[config.mk]
export PLATFORM = sky130hd
export DESIGN_NAME = chunked_volume_address_generator_core
export DESIGN_NICKNAME = d
export VERILOG_FILES = /design/src/hw/rtl/cvag_pkg.sv /design/src/hw/rtl/cvag_walker.sv /design/src/hw/rtl/cvag_queue.sv /design/src/hw/rtl/cvag_address.sv /design/src/hw/rtl/chunked_volume_address_generator_core.sv
export SDC_FILE = /design/constraint.sdc
export NUM_CORES = 2
export LEC_CHECK = 0
export BUFFER_PORTS_ARGS = -buffer_cell sky130_fd_sc_hd__buf_4
export CORE_ASPECT_RATIO = 1.75
export CORE_MARGIN = 10
export CORE_UTILIZATION = 40
export DETAILED_ROUTE_END_ITERATION = 7
export GPL_ROUTABILITY_DRIVEN = 1
export GPL_TIMING_DRIVEN = 0
export PLACE_DENSITY_LB_ADDON = 0.3
export SYNTH_ARGS = -nofsm -noshare
export SYNTH_HDL_FRONTEND = slang
export SYNTH_SLANG_ARGS = --single-unit
[constraint.sdc]
create_clock -name clk -period 17.15 [get_ports clk]
set_input_delay 3.43 -clock clk [delete_from_list [all_inputs] [get_ports clk]]
set_output_delay 3.43 -clock clk [all_outputs]
set_load 0.1 [all_outputs]
[src/hw/rtl/cvag_pkg.sv]
package cvag_pkg;

  localparam int DIM_BITS = 12;
  localparam int MAX_ELEMENT_BYTES = 64;
  localparam int EXT_BITS = DIM_BITS + 1;
  localparam int DXY_BITS = 2 * DIM_BITS + 1;
  localparam int INDEX_BITS = 36;
  localparam int BYTE_BITS = 42;
  localparam int EB_BITS = 7;
  localparam int CFG_INDEX_BITS = 3;
  localparam int CFG_DATA_BITS = 13;
  localparam int QUEUE_DEPTH = 4;
  localparam int OUT_DEPTH = 8;

  localparam logic [CFG_INDEX_BITS-1:0] REG_DIM_X = 3'd0;
  localparam logic [CFG_INDEX_BITS-1:0] REG_DIM_Y = 3'd1;
  localparam logic [CFG_INDEX_BITS-1:0] REG_DIM_Z = 3'd2;
  localparam logic [CFG_INDEX_BITS-1:0] REG_CHUNK_X = 3'd3;
  localparam logic [CFG_INDEX_BITS-1:0] REG_CHUNK_Y = 3'd4;
  localparam logic [CFG_INDEX_BITS-1:0] REG_CHUNK_Z = 3'd5;
  localparam logic [CFG_INDEX_BITS-1:0] REG_ELEMENT_BYTES = 3'd6;

  localparam logic [EXT_BITS-1:0] MAX_DIM = EXT_BITS'(1 << DIM_BITS);
  localparam logic [EB_BITS-1:0] MAX_EB = EB_BITS'(MAX_ELEMENT_BYTES);

  typedef logic [DIM_BITS-1:0] coord_t;
  typedef logic [EXT_BITS-1:0] extent_t;

  typedef struct packed {
    extent_t dx;
    extent_t dy;
    extent_t dz;
    extent_t cx;
    extent_t cy;
    extent_t cz;
  } geom_t;

  typedef struct packed {
    coord_t x;
    coord_t y;
    coord_t z;
    logic chunk_last;
    logic volume_last;
  } item_t;

  typedef struct packed {
    logic [INDEX_BITS-1:0] element_index;
    logic [BYTE_BITS-1:0] byte_offset;
    logic chunk_last;
    logic volume_last;
  } result_t;

  function automatic extent_t clamp_dim(input logic [CFG_DATA_BITS-1:0] v);
    extent_t ve;
    ve = EXT_BITS'(v);
    if (v == '0) return EXT_BITS'(1);
    if (EXT_BITS'(v) > MAX_DIM || CFG_DATA_BITS > EXT_BITS && v > CFG_DATA_BITS'(MAX_DIM))
      return MAX_DIM;
    return ve;
  endfunction

  function automatic extent_t clamp_chunk(input logic [CFG_DATA_BITS-1:0] v,
                                          input extent_t d);
    if (v == '0) return EXT_BITS'(1);
    if (EXT_BITS'(v) > d) return d;
    return EXT_BITS'(v);
  endfunction

  function automatic logic [EB_BITS-1:0] clamp_eb(input logic [EB_BITS-1:0] v);
    if (v == '0) return EB_BITS'(1);
    if (v > MAX_EB) return MAX_EB;
    return v;
  endfunction

endpackage

[src/hw/rtl/cvag_walker.sv]
module cvag_walker import cvag_pkg::*; (
  input  logic  clk,
  input  logic  rst,
  input  logic  push,
  input  logic  restart,
  input  geom_t geom,
  input  logic  q_full,
  output logic  q_wr,
  output item_t q_data
);

  coord_t base_x, base_y, base_z;
  coord_t offset_x, offset_y, offset_z;
  coord_t base_x_next, base_y_next, base_z_next;
  coord_t offset_x_next, offset_y_next, offset_z_next;

  logic go1, go2, clast, vlast;
  coord_t bx, by, bz, ox, oy, oz;
  extent_t ex, ey, ez, ex1, ey1, ez1, sum_x, sum_y, sum_z;

  assign q_wr = push && !q_full;

  always_comb begin
    go1 = restart || EXT_BITS'(base_x) >= geom.dx || EXT_BITS'(base_y) >= geom.dy
          || EXT_BITS'(base_z) >= geom.dz;
    bx = go1 ? '0 : base_x;
    by = go1 ? '0 : base_y;
    bz = go1 ? '0 : base_z;
    ox = go1 ? '0 : offset_x;
    oy = go1 ? '0 : offset_y;
    oz = go1 ? '0 : offset_z;
    ex1 = (geom.cx < geom.dx - EXT_BITS'(bx)) ? geom.cx : geom.dx - EXT_BITS'(bx);
    ey1 = (geom.cy < geom.dy - EXT_BITS'(by)) ? geom.cy : geom.dy - EXT_BITS'(by);
    ez1 = (geom.cz < geom.dz - EXT_BITS'(bz)) ? geom.cz : geom.dz - EXT_BITS'(bz);
    go2 = EXT_BITS'(ox) >= ex1 || EXT_BITS'(oy) >= ey1 || EXT_BITS'(oz) >= ez1;
    if (go2) begin
      bx = '0; by = '0; bz = '0;
      ox = '0; oy = '0; oz = '0;
      ex = geom.cx; ey = geom.cy; ez = geom.cz;
    end else begin
      ex = ex1; ey = ey1; ez = ez1;
    end
    sum_x = EXT_BITS'(bx) + geom.cx;
    sum_y = EXT_BITS'(by) + geom.cy;
    sum_z = EXT_BITS'(bz) + geom.cz;
    clast = EXT_BITS'(ox) + EXT_BITS'(1) == ex && EXT_BITS'(oy) + EXT_BITS'(1) == ey
            && EXT_BITS'(oz) + EXT_BITS'(1) == ez;
    vlast = clast && sum_x >= geom.dx && sum_y >= geom.dy && sum_z >= geom.dz;

    q_data.x = bx + ox;
    q_data.y = by + oy;
    q_data.z = bz + oz;
    q_data.chunk_last = clast;
    q_data.volume_last = vlast;

    base_x_next = bx;
    base_y_next = by;
    base_z_next = bz;
    offset_x_next = ox;
    offset_y_next = oy;
    offset_z_next = oz;
    if (!clast) begin
      if (EXT_BITS'(oz) + EXT_BITS'(1) >= ez) begin
        offset_z_next = '0;
        if (EXT_BITS'(oy) + EXT_BITS'(1) >= ey) begin
          offset_y_next = '0;
          offset_x_next = ox + DIM_BITS'(1);
        end else begin
          offset_y_next = oy + DIM_BITS'(1);
        end
      end else begin
        offset_z_next = oz + DIM_BITS'(1);
      end
    end else begin
      offset_x_next = '0;
      offset_y_next = '0;
      offset_z_next = '0;
      if (vlast) begin
        base_x_next = '0;
        base_y_next = '0;
        base_z_next = '0;
      end else if (sum_z >= geom.dz) begin
        base_z_next = '0;
        if (sum_y >= geom.dy) begin
          base_y_next = '0;
          base_x_next = sum_x[DIM_BITS-1:0];
        end else begin
          base_y_next = sum_y[DIM_BITS-1:0];
        end
      end else begin
        base_z_next = sum_z[DIM_BITS-1:0];
      end
    end
  end

  always_ff @(posedge clk) begin
    if (rst) begin
      base_x <= '0;
      base_y <= '0;
      base_z <= '0;
      offset_x <= '0;
      offset_y <= '0;
      offset_z <= '0;
    end else if (q_wr) begin
      base_x <= base_x_next;
      base_y <= base_y_next;
      base_z <= base_z_next;
      offset_x <= offset_x_next;
      offset_y <= offset_y_next;
      offset_z <= offset_z_next;
    end
  end

endmodule

[src/hw/rtl/cvag_queue.sv]
module cvag_queue import cvag_pkg::*; (
  input  logic  clk,
  input  logic  rst,
  input  logic  wr_en,
  input  item_t wr_data,
  output logic  full,
  input  logic  rd_en,
  output item_t rd_data,
  output logic  empty
);

  localparam int PTR_BITS = $clog2(QUEUE_DEPTH);

  item_t entries [QUEUE_DEPTH];
  logic [PTR_BITS-1:0] wptr, rptr;
  logic [PTR_BITS:0] count;

  assign full = count == (PTR_BITS + 1)'(QUEUE_DEPTH);
  assign empty = count == '0;
  assign rd_data = entries[rptr];

  always_ff @(posedge clk) begin
    if (wr_en) begin
      entries[wptr] <= wr_data;
    end
  end

  always_ff @(posedge clk) begin
    if (rst) begin
      wptr <= '0;
      rptr <= '0;
      count <= '0;
    end else begin
      if (wr_en) begin
        wptr <= wptr + PTR_BITS'(1);
      end
      if (rd_en) begin
        rptr <= rptr + PTR_BITS'(1);
      end
      count <= count + (PTR_BITS + 1)'(wr_en) - (PTR_BITS + 1)'(rd_en);
    end
  end

endmodule

[src/hw/rtl/cvag_address.sv]
module cvag_address import cvag_pkg::*; (
  input  logic                 clk,
  input  logic                 rst,
  input  extent_t              dx,
  input  logic [DXY_BITS-1:0]  dxdy,
  input  logic [EB_BITS-1:0]   eb,
  input  item_t                q_data,
  input  logic                 q_empty,
  output logic                 q_rd,
  output result_t              res,
  output logic                 empty,
  input  logic                 pop
);

  localparam int OPTR_BITS = $clog2(OUT_DEPTH);
  localparam int YMUL_BITS = DIM_BITS + EXT_BITS;
  localparam int ZMUL_BITS = DIM_BITS + DXY_BITS;
  localparam int BMUL_BITS = INDEX_BITS + EB_BITS;

  logic s1_valid, s2_valid, s3_valid;
  coord_t s1_x;
  logic [YMUL_BITS-1:0] s1_ymul, ymul;
  logic [INDEX_BITS-1:0] s1_zmul;
  logic [ZMUL_BITS-1:0] zmul;
  logic [1:0] s1_flags, s2_flags, s3_flags;
  logic [INDEX_BITS-1:0] s2_idx, s3_idx;
  logic [BMUL_BITS-1:0] bmul;
  logic [BYTE_BITS-1:0] s3_byte;

  result_t outq [OUT_DEPTH];
  logic [OPTR_BITS-1:0] wptr, rptr;
  logic [OPTR_BITS:0] ocount, inflight;
  logic do_pop;

  assign inflight = (OPTR_BITS + 1)'(s1_valid) + (OPTR_BITS + 1)'(s2_valid)
                    + (OPTR_BITS + 1)'(s3_valid);
  assign q_rd = !q_empty && (ocount + inflight < (OPTR_BITS + 1)'(OUT_DEPTH));
  assign ymul = {{EXT_BITS{1'b0}}, q_data.y} * {{DIM_BITS{1'b0}}, dx};
  assign zmul = {{DXY_BITS{1'b0}}, q_data.z} * {{DIM_BITS{1'b0}}, dxdy};
  assign bmul = {{EB_BITS{1'b0}}, s2_idx} * {{INDEX_BITS{1'b0}}, eb};
  assign empty = ocount == '0;
  assign do_pop = pop && !empty;
  assign res = outq[rptr];

  always_ff @(posedge clk) begin
    s1_x <= q_data.x;
    s1_ymul <= ymul;
    s1_zmul <= zmul[INDEX_BITS-1:0];
    s1_flags <= {q_data.chunk_last, q_data.volume_last};
    s2_idx <= INDEX_BITS'(s1_x) + INDEX_BITS'(s1_ymul) + s1_zmul;
    s2_flags <= s1_flags;
    s3_idx <= s2_idx;
    s3_byte <= bmul[BYTE_BITS-1:0];
    s3_flags <= s2_flags;
    if (s3_valid) begin
      outq[wptr] <= '{element_index: s3_idx, byte_offset: s3_byte,
                      chunk_last: s3_flags[1], volume_last: s3_flags[0]};
    end
  end

  always_ff @(posedge clk) begin
    if (rst) begin
      s1_valid <= 1'b0;
      s2_valid <= 1'b0;
      s3_valid <= 1'b0;
      wptr <= '0;
      rptr <= '0;
      ocount <= '0;
    end else begin
      s1_valid <= q_rd;
      s2_valid <= s1_valid;
      s3_valid <= s2_valid;
      if (s3_valid) begin
        wptr <= wptr + OPTR_BITS'(1);
      end
      if (do_pop) begin
        rptr <= rptr + OPTR_BITS'(1);
      end
      ocount <= ocount + (OPTR_BITS + 1)'(s3_valid) - (OPTR_BITS + 1)'(do_pop);
    end
  end

`ifndef NO_ASSERTIONS
  a_no_overflow: assert property (@(posedge clk) disable iff (rst)
    s3_valid |-> ocount < (OPTR_BITS + 1)'(OUT_DEPTH))
    else $error("result queue written while full");

  a_credit: assert property (@(posedge clk) disable iff (rst)
    ocount + inflight <= (OPTR_BITS + 1)'(OUT_DEPTH))
    else $error("results in flight exceed queue space");

  a_issue_has_item: assert property (@(posedge clk) disable iff (rst)
    q_rd |-> !q_empty)
    else $error("read from empty item queue");

  a_pipe_advance: assert property (@(posedge clk) disable iff (rst)
    s1_valid |=> s2_valid)
    else $error("item lost between pipeline stages");
`endif

endmodule

[src/hw/rtl/chunked_volume_address_generator_core.sv]
// Chunked volume address generator. It walks an x-fastest 3D volume in
// chunked order and gives, for each transfer on the input queue, the linear
// index and byte offset of one element plus end-of-chunk and end-of-volume
// flags. The restart field of an input transfer returns the walk to the
// origin before that element is generated.
// Input side: push with restart; a transfer happens when push is high and
// full is low. Result side: the oldest result sits on the result ports while
// empty is low and is taken when pop is high.
// Configuration: cfg_valid, cfg_index, cfg_data, with cfg_ready always high.
// The user must write registers only while the block holds no pending items;
// the block itself does not enforce this. One item is accepted per cycle while
// full is low, through the walker and the three-stage multiply pipeline
// behind a four-entry item queue.
// When the receiver stops popping, the eight-entry result queue fills, the
// pipeline stops taking items, the item queue fills and full rises.
// Reset clears the walk position and both queues, and sets every
// configuration register to one.
module chunked_volume_address_generator_core import cvag_pkg::*; (
  input  logic                      clk,
  input  logic                      rst,
  input  logic                      push,
  output logic                      full,
  input  logic                      restart,
  output logic                      empty,
  input  logic                      pop,
  output logic [INDEX_BITS-1:0]     element_index,
  output logic [BYTE_BITS-1:0]      byte_offset,
  output logic                      chunk_last,
  output logic                      volume_last,
  input  logic                      cfg_valid,
  output logic                      cfg_ready,
  input  logic [CFG_INDEX_BITS-1:0] cfg_index,
  input  logic [CFG_DATA_BITS-1:0]  cfg_data
);

  logic [CFG_DATA_BITS-1:0] dim_x, dim_y, dim_z, chunk_x, chunk_y, chunk_z;
  logic [EB_BITS-1:0] element_bytes, eb;
  logic [DXY_BITS-1:0] dxdy;
  logic [2*EXT_BITS-1:0] dxdy_full;
  geom_t geom;
  logic q_wr, q_rd, q_empty;
  item_t q_wdata, q_rdata;
  result_t res;

  assign cfg_ready = 1'b1;

  always_comb begin
    geom.dx = clamp_dim(dim_x);
    geom.dy = clamp_dim(dim_y);
    geom.dz = clamp_dim(dim_z);
    geom.cx = clamp_chunk(chunk_x, geom.dx);
    geom.cy = clamp_chunk(chunk_y, geom.dy);
    geom.cz = clamp_chunk(chunk_z, geom.dz);
    eb = clamp_eb(element_bytes);
  end

  assign dxdy_full = {{EXT_BITS{1'b0}}, geom.dx} * {{EXT_BITS{1'b0}}, geom.dy};

  always_ff @(posedge clk) begin
    dxdy <= dxdy_full[DXY_BITS-1:0];
  end

  always_ff @(posedge clk) begin
    if (rst) begin
      dim_x <= CFG_DATA_BITS'(1);
      dim_y <= CFG_DATA_BITS'(1);
      dim_z <= CFG_DATA_BITS'(1);
      chunk_x <= CFG_DATA_BITS'(1);
      chunk_y <= CFG_DATA_BITS'(1);
      chunk_z <= CFG_DATA_BITS'(1);
      element_bytes <= EB_BITS'(1);
    end else if (cfg_valid) begin
      unique case (cfg_index)
        REG_DIM_X: dim_x <= cfg_data;
        REG_DIM_Y: dim_y <= cfg_data;
        REG_DIM_Z: dim_z <= cfg_data;
        REG_CHUNK_X: chunk_x <= cfg_data;
        REG_CHUNK_Y: chunk_y <= cfg_data;
        REG_CHUNK_Z: chunk_z <= cfg_data;
        REG_ELEMENT_BYTES: element_bytes <= cfg_data[EB_BITS-1:0];
        default: ;
      endcase
    end
  end

  cvag_walker u_walker (
    .clk     (clk),
    .rst     (rst),
    .push    (push),
    .restart (restart),
    .geom    (geom),
    .q_full  (full),
    .q_wr    (q_wr),
    .q_data  (q_wdata)
  );

  cvag_queue u_queue (
    .clk     (clk),
    .rst     (rst),
    .wr_en   (q_wr),
    .wr_data (q_wdata),
    .full    (full),
    .rd_en   (q_rd),
    .rd_data (q_rdata),
    .empty   (q_empty)
  );

  cvag_address u_address (
    .clk     (clk),
    .rst     (rst),
    .dx      (geom.dx),
    .dxdy    (dxdy),
    .eb      (eb),
    .q_data  (q_rdata),
    .q_empty (q_empty),
    .q_rd    (q_rd),
    .res     (res),
    .empty   (empty),
    .pop     (pop)
  );

  assign element_index = res.element_index;
  assign byte_offset = res.byte_offset;
  assign chunk_last = res.chunk_last;
  assign volume_last = res.volume_last;

endmodule
Word level (Yosys, flattened, before mapping)
Memory sizes are Yosys's and may differ from the RTL's. A register that Yosys moved wholly into a read port is not among the register bits.
Index checks and enable logic that the tools add are counted.
- bits in registers: 395
- RAM bits: 792
- output and inout bits: 83
- memories kept: 2
- add/subtract/negate cells: 28
- multipliers: 4
- $lt $le $gt $ge: 22
- equal/unequal tests: 10
- muxes and demuxes: 94
- reduce and logical (&&, ||, !) cells: 33
- memories (memory ; words ; bits a word ; rd ports ; clocked after memory_dff ; write ports ; line ; text):
    u_address.outq ; 8 ; 80 ; 1 ; 1 ; 1 ; cvag_address.sv:30 ; result_t outq [OUT_DEPTH];
    u_queue.entries ; 4 ; 38 ; 1 ; 1 ; 1 ; cvag_queue.sv:14 ; item_t entries [QUEUE_DEPTH];
- operator list (kind ; count):
    $mux W13 ; 30
    $mux W12 ; 31
    $ge A12 B13 Y1 ; 6
    $logic_not A13 Y1 ; 6
    $ge A13 B13 Y1 ; 5
    $mul A36 B7 Y42 ; 1
    $add A12 B1 Y13 const B ; 3
    $add A12 B13 Y13 ; 3
    $eq A13 B13 Y1 ; 3
    $gt A13 B13 Y1 ; 3
    $gt A13 B13 Y1 const B ; 3
    $lt A13 B13 Y1 ; 3
    $sub A13 B12 Y13 ; 3
    $add A12 B1 Y12 const B ; 3
    $add A12 B12 Y12 ; 3
    $add A36 B36 Y36 ; 1
    $mul A12 B25 Y36 ; 1
    $mux W7 ; 4
    $add A12 B25 Y26 ; 1
    $mul A12 B13 Y25 ; 1
    $mul A13 B13 Y25 ; 1
    $mux W1 ; 25
    $reduce_and A2 Y1 ; 7
    $eq A3 B3 Y1 const B ; 4
    20 further kinds ; 40

Logic depth before layout (Yosys ltp)
- depth after elaboration: 26
- mapped depth: 76

By module
From an unflattened synthesis, not the netlist that was laid out.
- cell total of the unflattened synthesis: 7714
- area, all modules: 84054.4 um^2
- by module, submodules not included (module ; times used ; cells an instance ; area each (um^2) ; sequential area each (um^2)):
    cvag_address ; 1 ; 4168 ; 52889.5 ; 23402.4
    cvag_walker ; 1 ; 1925 ; 14343.8 ; 1441.4
    chunked_volume_address_generator_core ; 1 ; 1381 ; 10884.2 ; 2202.1
    cvag_queue ; 1 ; 240 ; 5936.9 ; 4744.6

Worst setup path before layout
OpenSTA, ideal clock, no wires.
- path type: in2reg
- from: in restart
- to: reg u_walker.base_y[0]
- arrival time: 15931 ps
- slack: 1153 ps
- stages: 66
- path buffers: 9
- path through: a2111o_1 -> nor4_1 -> nand3_1 -> nor3_1 -> clkbuf_1 -> clkbuf_1 -> clkbuf_1 -> clkbuf_1 -> nand2_1 -> ha_1 -> o21ai_0 -> nand2b_1 -> a21o_1 -> a21o_1 -> a21oi_1 -> o21bai_1 -> a21o_1 -> a21o_1 -> [30 not listed] -> a21oi_1 -> nor2b_1 -> nor2_1 -> nor2_1 -> o21ai_0 -> nand2b_1 -> a21oi_1 -> o21bai_1 -> a21oi_1 -> xnor2_1 -> ha_1 -> a21o_1 -> a21oi_1 -> o21ai_0 -> and4_1 -> o21ai_1 -> a22oi_1 -> nor2_1
- longest elaborated chain between the ends: 20
- RTL lines (what ; line ; text):
    from (decl) ; chunked_volume_address_generator_core.sv:23 ; input logic restart,
    $logic_or A1 B1 Y1 (*) (2 in a row) ; cvag_walker.sv:24 ; go1 = restart || EXT_BITS'(base_x) >= geom.dx || EXT_BITS'(base_y) >= geom.dy
    $logic_or A1 B1 Y1 (*) ; cvag_walker.sv:25 ; || EXT_BITS'(base_z) >= geom.dz;
    parallel branches: the longest is 16 deep, another holds $sub A13 B12 Y13 ; n/a ;
    $mux W12 (*) ; cvag_walker.sv:62 ; if (!clast) begin
    to (signal assigned) ; cvag_walker.sv:106 ; base_y <= base_y_next;
    to (decl) ; cvag_walker.sv:12 ; coord_t base_x, base_y, base_z;
Mark *: on every way between the ends.
A chain may end at the register's enable or synchronous reset.

Final worst setup path
- from: in restart
- to: reg u_walker.base_z[8]
- longest elaborated chain between the ends: 20
- RTL lines (what ; line ; text):
    $logic_or A1 B1 Y1 (*) (2 in a row) ; cvag_walker.sv:24 ;
    $logic_or A1 B1 Y1 (*) ; cvag_walker.sv:25 ;
    parallel branches: the longest is 16 deep, another holds $sub A13 B12 Y13 ; n/a ;
    $mux W12 (*) ; cvag_walker.sv:62 ;
    to (signal assigned) ; cvag_walker.sv:107 ; base_z <= base_z_next;
    to (decl) ; cvag_walker.sv:12 ;
Marks and branches as above.

==> impl_metrics.yaml <==
clock_tree:
  cts_sinks: 1192
  cts-root-buf: "clkbuf_16"
  cts_max_path_buffers: 3
  cts_made_buffers: 113
  cts.htree.levels: 3
  clk_pin_slew_ps: 60
  cts_tree: "done"
  postCtsHoldBufs: 0
  clk_latency_ps: 820
synth:
  synth.yosys.seq_area_share_pct: 39.0
  synth_compound_area_share_pct: 7.81
  post_synth.cell_area_avg_um2: 11.1
  synthFlopType: "edfxtp_1"
  syn_area_um2: 81500
  ys_warn_count: 0
  synth_edf_count: 792
  syn_nets: 8667
  synth_simple_gate_area_share_pct: 12.3
  synth_top_family_by_area: "adder cells"
  synth.distinct_cells: 106
  synth_mux_area_share_pct: 7.21
  synth_seq_cells: 1192
  ys_async_sr_fraction_pct: 0
  synthCells: 7376
  synthAdderAreaFrac_pct: 25.4
  synth_xor_area_share_pct: 3.21
floorplanning:
  die_w_um: 361
  initial_core_util_pct: 40.2
  num_rows: 219
  ios: 105
  coreArea_um2: 203000
  die_h_um: 617
  die_area_um2: 223000
setup_path:
  critical_path_class: "in2reg"
  crit_arrival_ps: 17340
  slowest_stage: "or3_4"
  r2r_start: "dim_x[12]"
  critPathTopFamily: "simple AND/OR/NAND/NOR gates"
  end_kind: "flip-flop"
  r2r_end: "u_walker.base_z[8]"
  r2r_slack_ps: 470
  worstSetupStartpointType: "input port"
  rr_worst_depth: 59
  cp.required_ps: 17770
  slowest_delay_ps: 490
  critPathMaxFanout: 19
  critPathBufInv: 11
power_and_ir_drop:
  power_density_nw_per_um2: 125
  ir_drop_v: 0.000118
  leakagePower_nw: 36.6
drt:
  first_pass_iters: 6
  drt_iter0_drc: 3508
  vias: 56900
  viasPerCell: 5.46
  routedWlPerCell_um: 24.1
  drt.antenna.violating_nets: 0
  drc: 0
  routed_wirelength_um: 251000
finish:
  area_growth_pct: 11.9
  finalNonFillerCells: 10400
  drive_above_1_share_pct: 10.6
  nets: 8954
timing:
  post-route-period-util_pct: 97.5
  slew_viol_final: 0
  skew_ps: 73.2
  slew_headroom_pct: 6.72
  setup_viol: 0
  fin_crit_ps: 16720
  fin_tns_setup_ps: 0
  fin_ws_ps: 429
  worst_pin_slew_ps: 1390
  final_hold_viol_count: 0
  fmax_ghz: 0.0598
placed_design:
  gp_congestion: 0.987
  placed_cells: 10200
  place_worst_setup_slack_ps: -7440
  port_buffers: 102
  dpl.hpwl_um: 201000
grt:
  antenna_found_initial: 1
  grt.total_usage_pct: 22.3
  grt_max_degree: 33
  first_global_vias: 60600
  gr-total-overflow: 0
  grt_pass1_wl_um: 374000
worst_hold_path:
  hold_path_class: "reg2reg"
  hold_path.startpoint: "u_address.s1_flags[1]"
  holdPathStages: 0
  hold_end: "u_address.s2_flags[1]"
run:
  drv_cap: 0
run_status:
  status: "finished, final reports clean"
-- worst max-delay path by stage --
stage,depth (start not counted),from,end
detailed placement,59,dim_x[12],u_walker.base_y[8]
CTS,64,restart,u_walker.base_x[8]
global route,64,restart,u_walker.base_x[8]
finish,55,restart,u_walker.base_z[8]
floorplan,66,restart,u_walker.base_y[0]
global placement,61,restart,u_walker.base_x[8]
-- flip-flops by register name, indices dropped and copies added (netlist names), 25 cells and up, named ones only --
name	flops
u_address.outq	640
u_queue.entries	152
u_address.s3_byte	42
u_address.s1_zmul	36
u_address.s2_idx	36
u_address.s3_idx	36
dxdy	25
u_address.s1_ymul	25
-- worst register-to-register path, delay by kind of cell, from the launching register on --
family          cells  cell delay [ps]
compound gates     14             3500
xor+xnor            2              550
fa+ha+maj           6             2130
buf+inv            12             3500
flops               1              480
simple gates       25             6380
-- metal layers --
metal	up-vias	global-route usage, %	wire length [µm]	share of wire [%]
li1	25800	-	-	-
met1	28500	21.6	83500	33
met2	1759	42.8	135000	54
met3	736	2.58	9970	4.0
met4	0	16.5	22400	8.9
met5	-	0	0	0
-- cells in the mapped netlist (195+ instances only) --
master	number	area, µm²
a21oi_1	366	1830
and2_1	254	1590
clkbuf_1	253	950
dfxtp_1	400	8010
edfxtp_1	792	23800
fa_1	638	12800
ha_1	631	7900
inv_1	797	2990
mux4_2	195	4390
nand2_1	1049	3940
nor2_1	412	1550
xnor2_1	228	2000
-- kinds of logic after synthesis --
kind of cell,Yosys count
AND/OR/NAND/NOR,2189
XOR/XNOR,299
multiplexers,332
adder cells (fa/ha/maj),1272
other,1
buffers and inverters,1104
AO/OA/AOI/OAI,987
flip-flops,1192
-- cells in the final DEF (no fill, tap or decap), types with 27 or more instances in the layout --
cell / instances
a211oi_1: 27
a21o_1: 76
clkbuf_16: 119
or3_1: 27
xnor2_1: 227
dfxtp_1: 400
fa_1: 638
nand2b_1: 46
o21a_1: 71
inv_1: 797
and2_1: 248
nand2_1: 1044
mux4_2: 195
a22oi_1: 40
xor2_1: 71
nand3_1: 89
buf_4: 127
nor4_1: 27
buf_6: 30
mux2_2: 89
buf_1: 33
nor3_1: 67
o21bai_1: 59
ha_1: 630
nor2_1: 406
clkbuf_1: 232
o21ai_0: 130
nor2b_1: 63
a21oi_1: 355
nand4_1: 41
edfxtp_1: 792
buf_12: 27
mux2i_1: 43
-- final cells by class --
| type | count | area [µm²] |
|---|---|---|
| clock inverters | 80 | 892 |
| multi-input cells | 5080 | 46000 |
| flip-flops and latches | 1192 | 31800 |
| inverters | 806 | 3030 |
| repair buffers | 176 | 1760 |
| fillers | 18700 | 112000 |
| well taps | 2652 | 3320 |
| plain buffers | 294 | 1240 |
| diodes | 2 | 5.00 |
| clock buffers | 136 | 3150 |
-- where the power goes --
part / switching, W / total (W) / internal [W]
logic: 0.00325 / 0.00496 / 0.00171
registers: 0.000300 / 0.00376 / 0.00346
clock network: 0.00120 / 0.00267 / 0.00147
total: 0.00475 / 0.0114 / 0.00664
-- through the flow --
step | power [W] | utilization (%) | area (µm²) | hold WS, ps
CTS | 0.0114 | 44.8 | 91000 | 288
floorplan | 0.00695 | - | 81500 | 310
global placement | 0.00846 | 42.2 | 85600 | 315
detailed placement | 0.00855 | 42.6 | 86500 | 314
finish | 0.0114 | 44.9 | 91200 | 288
global route | 0.0119 | 44.9 | 91200 | 309
-- repair_timing --
action                                  in CTS  in global routing
endpoints found under the setup margin     224                 80
setup buffers                               17                  6
resized for setup                           83                 44
gates cloned                                 0                  0
pin swaps                                   16                  9
No activity file was read; power rests on OpenSTA's default activity.
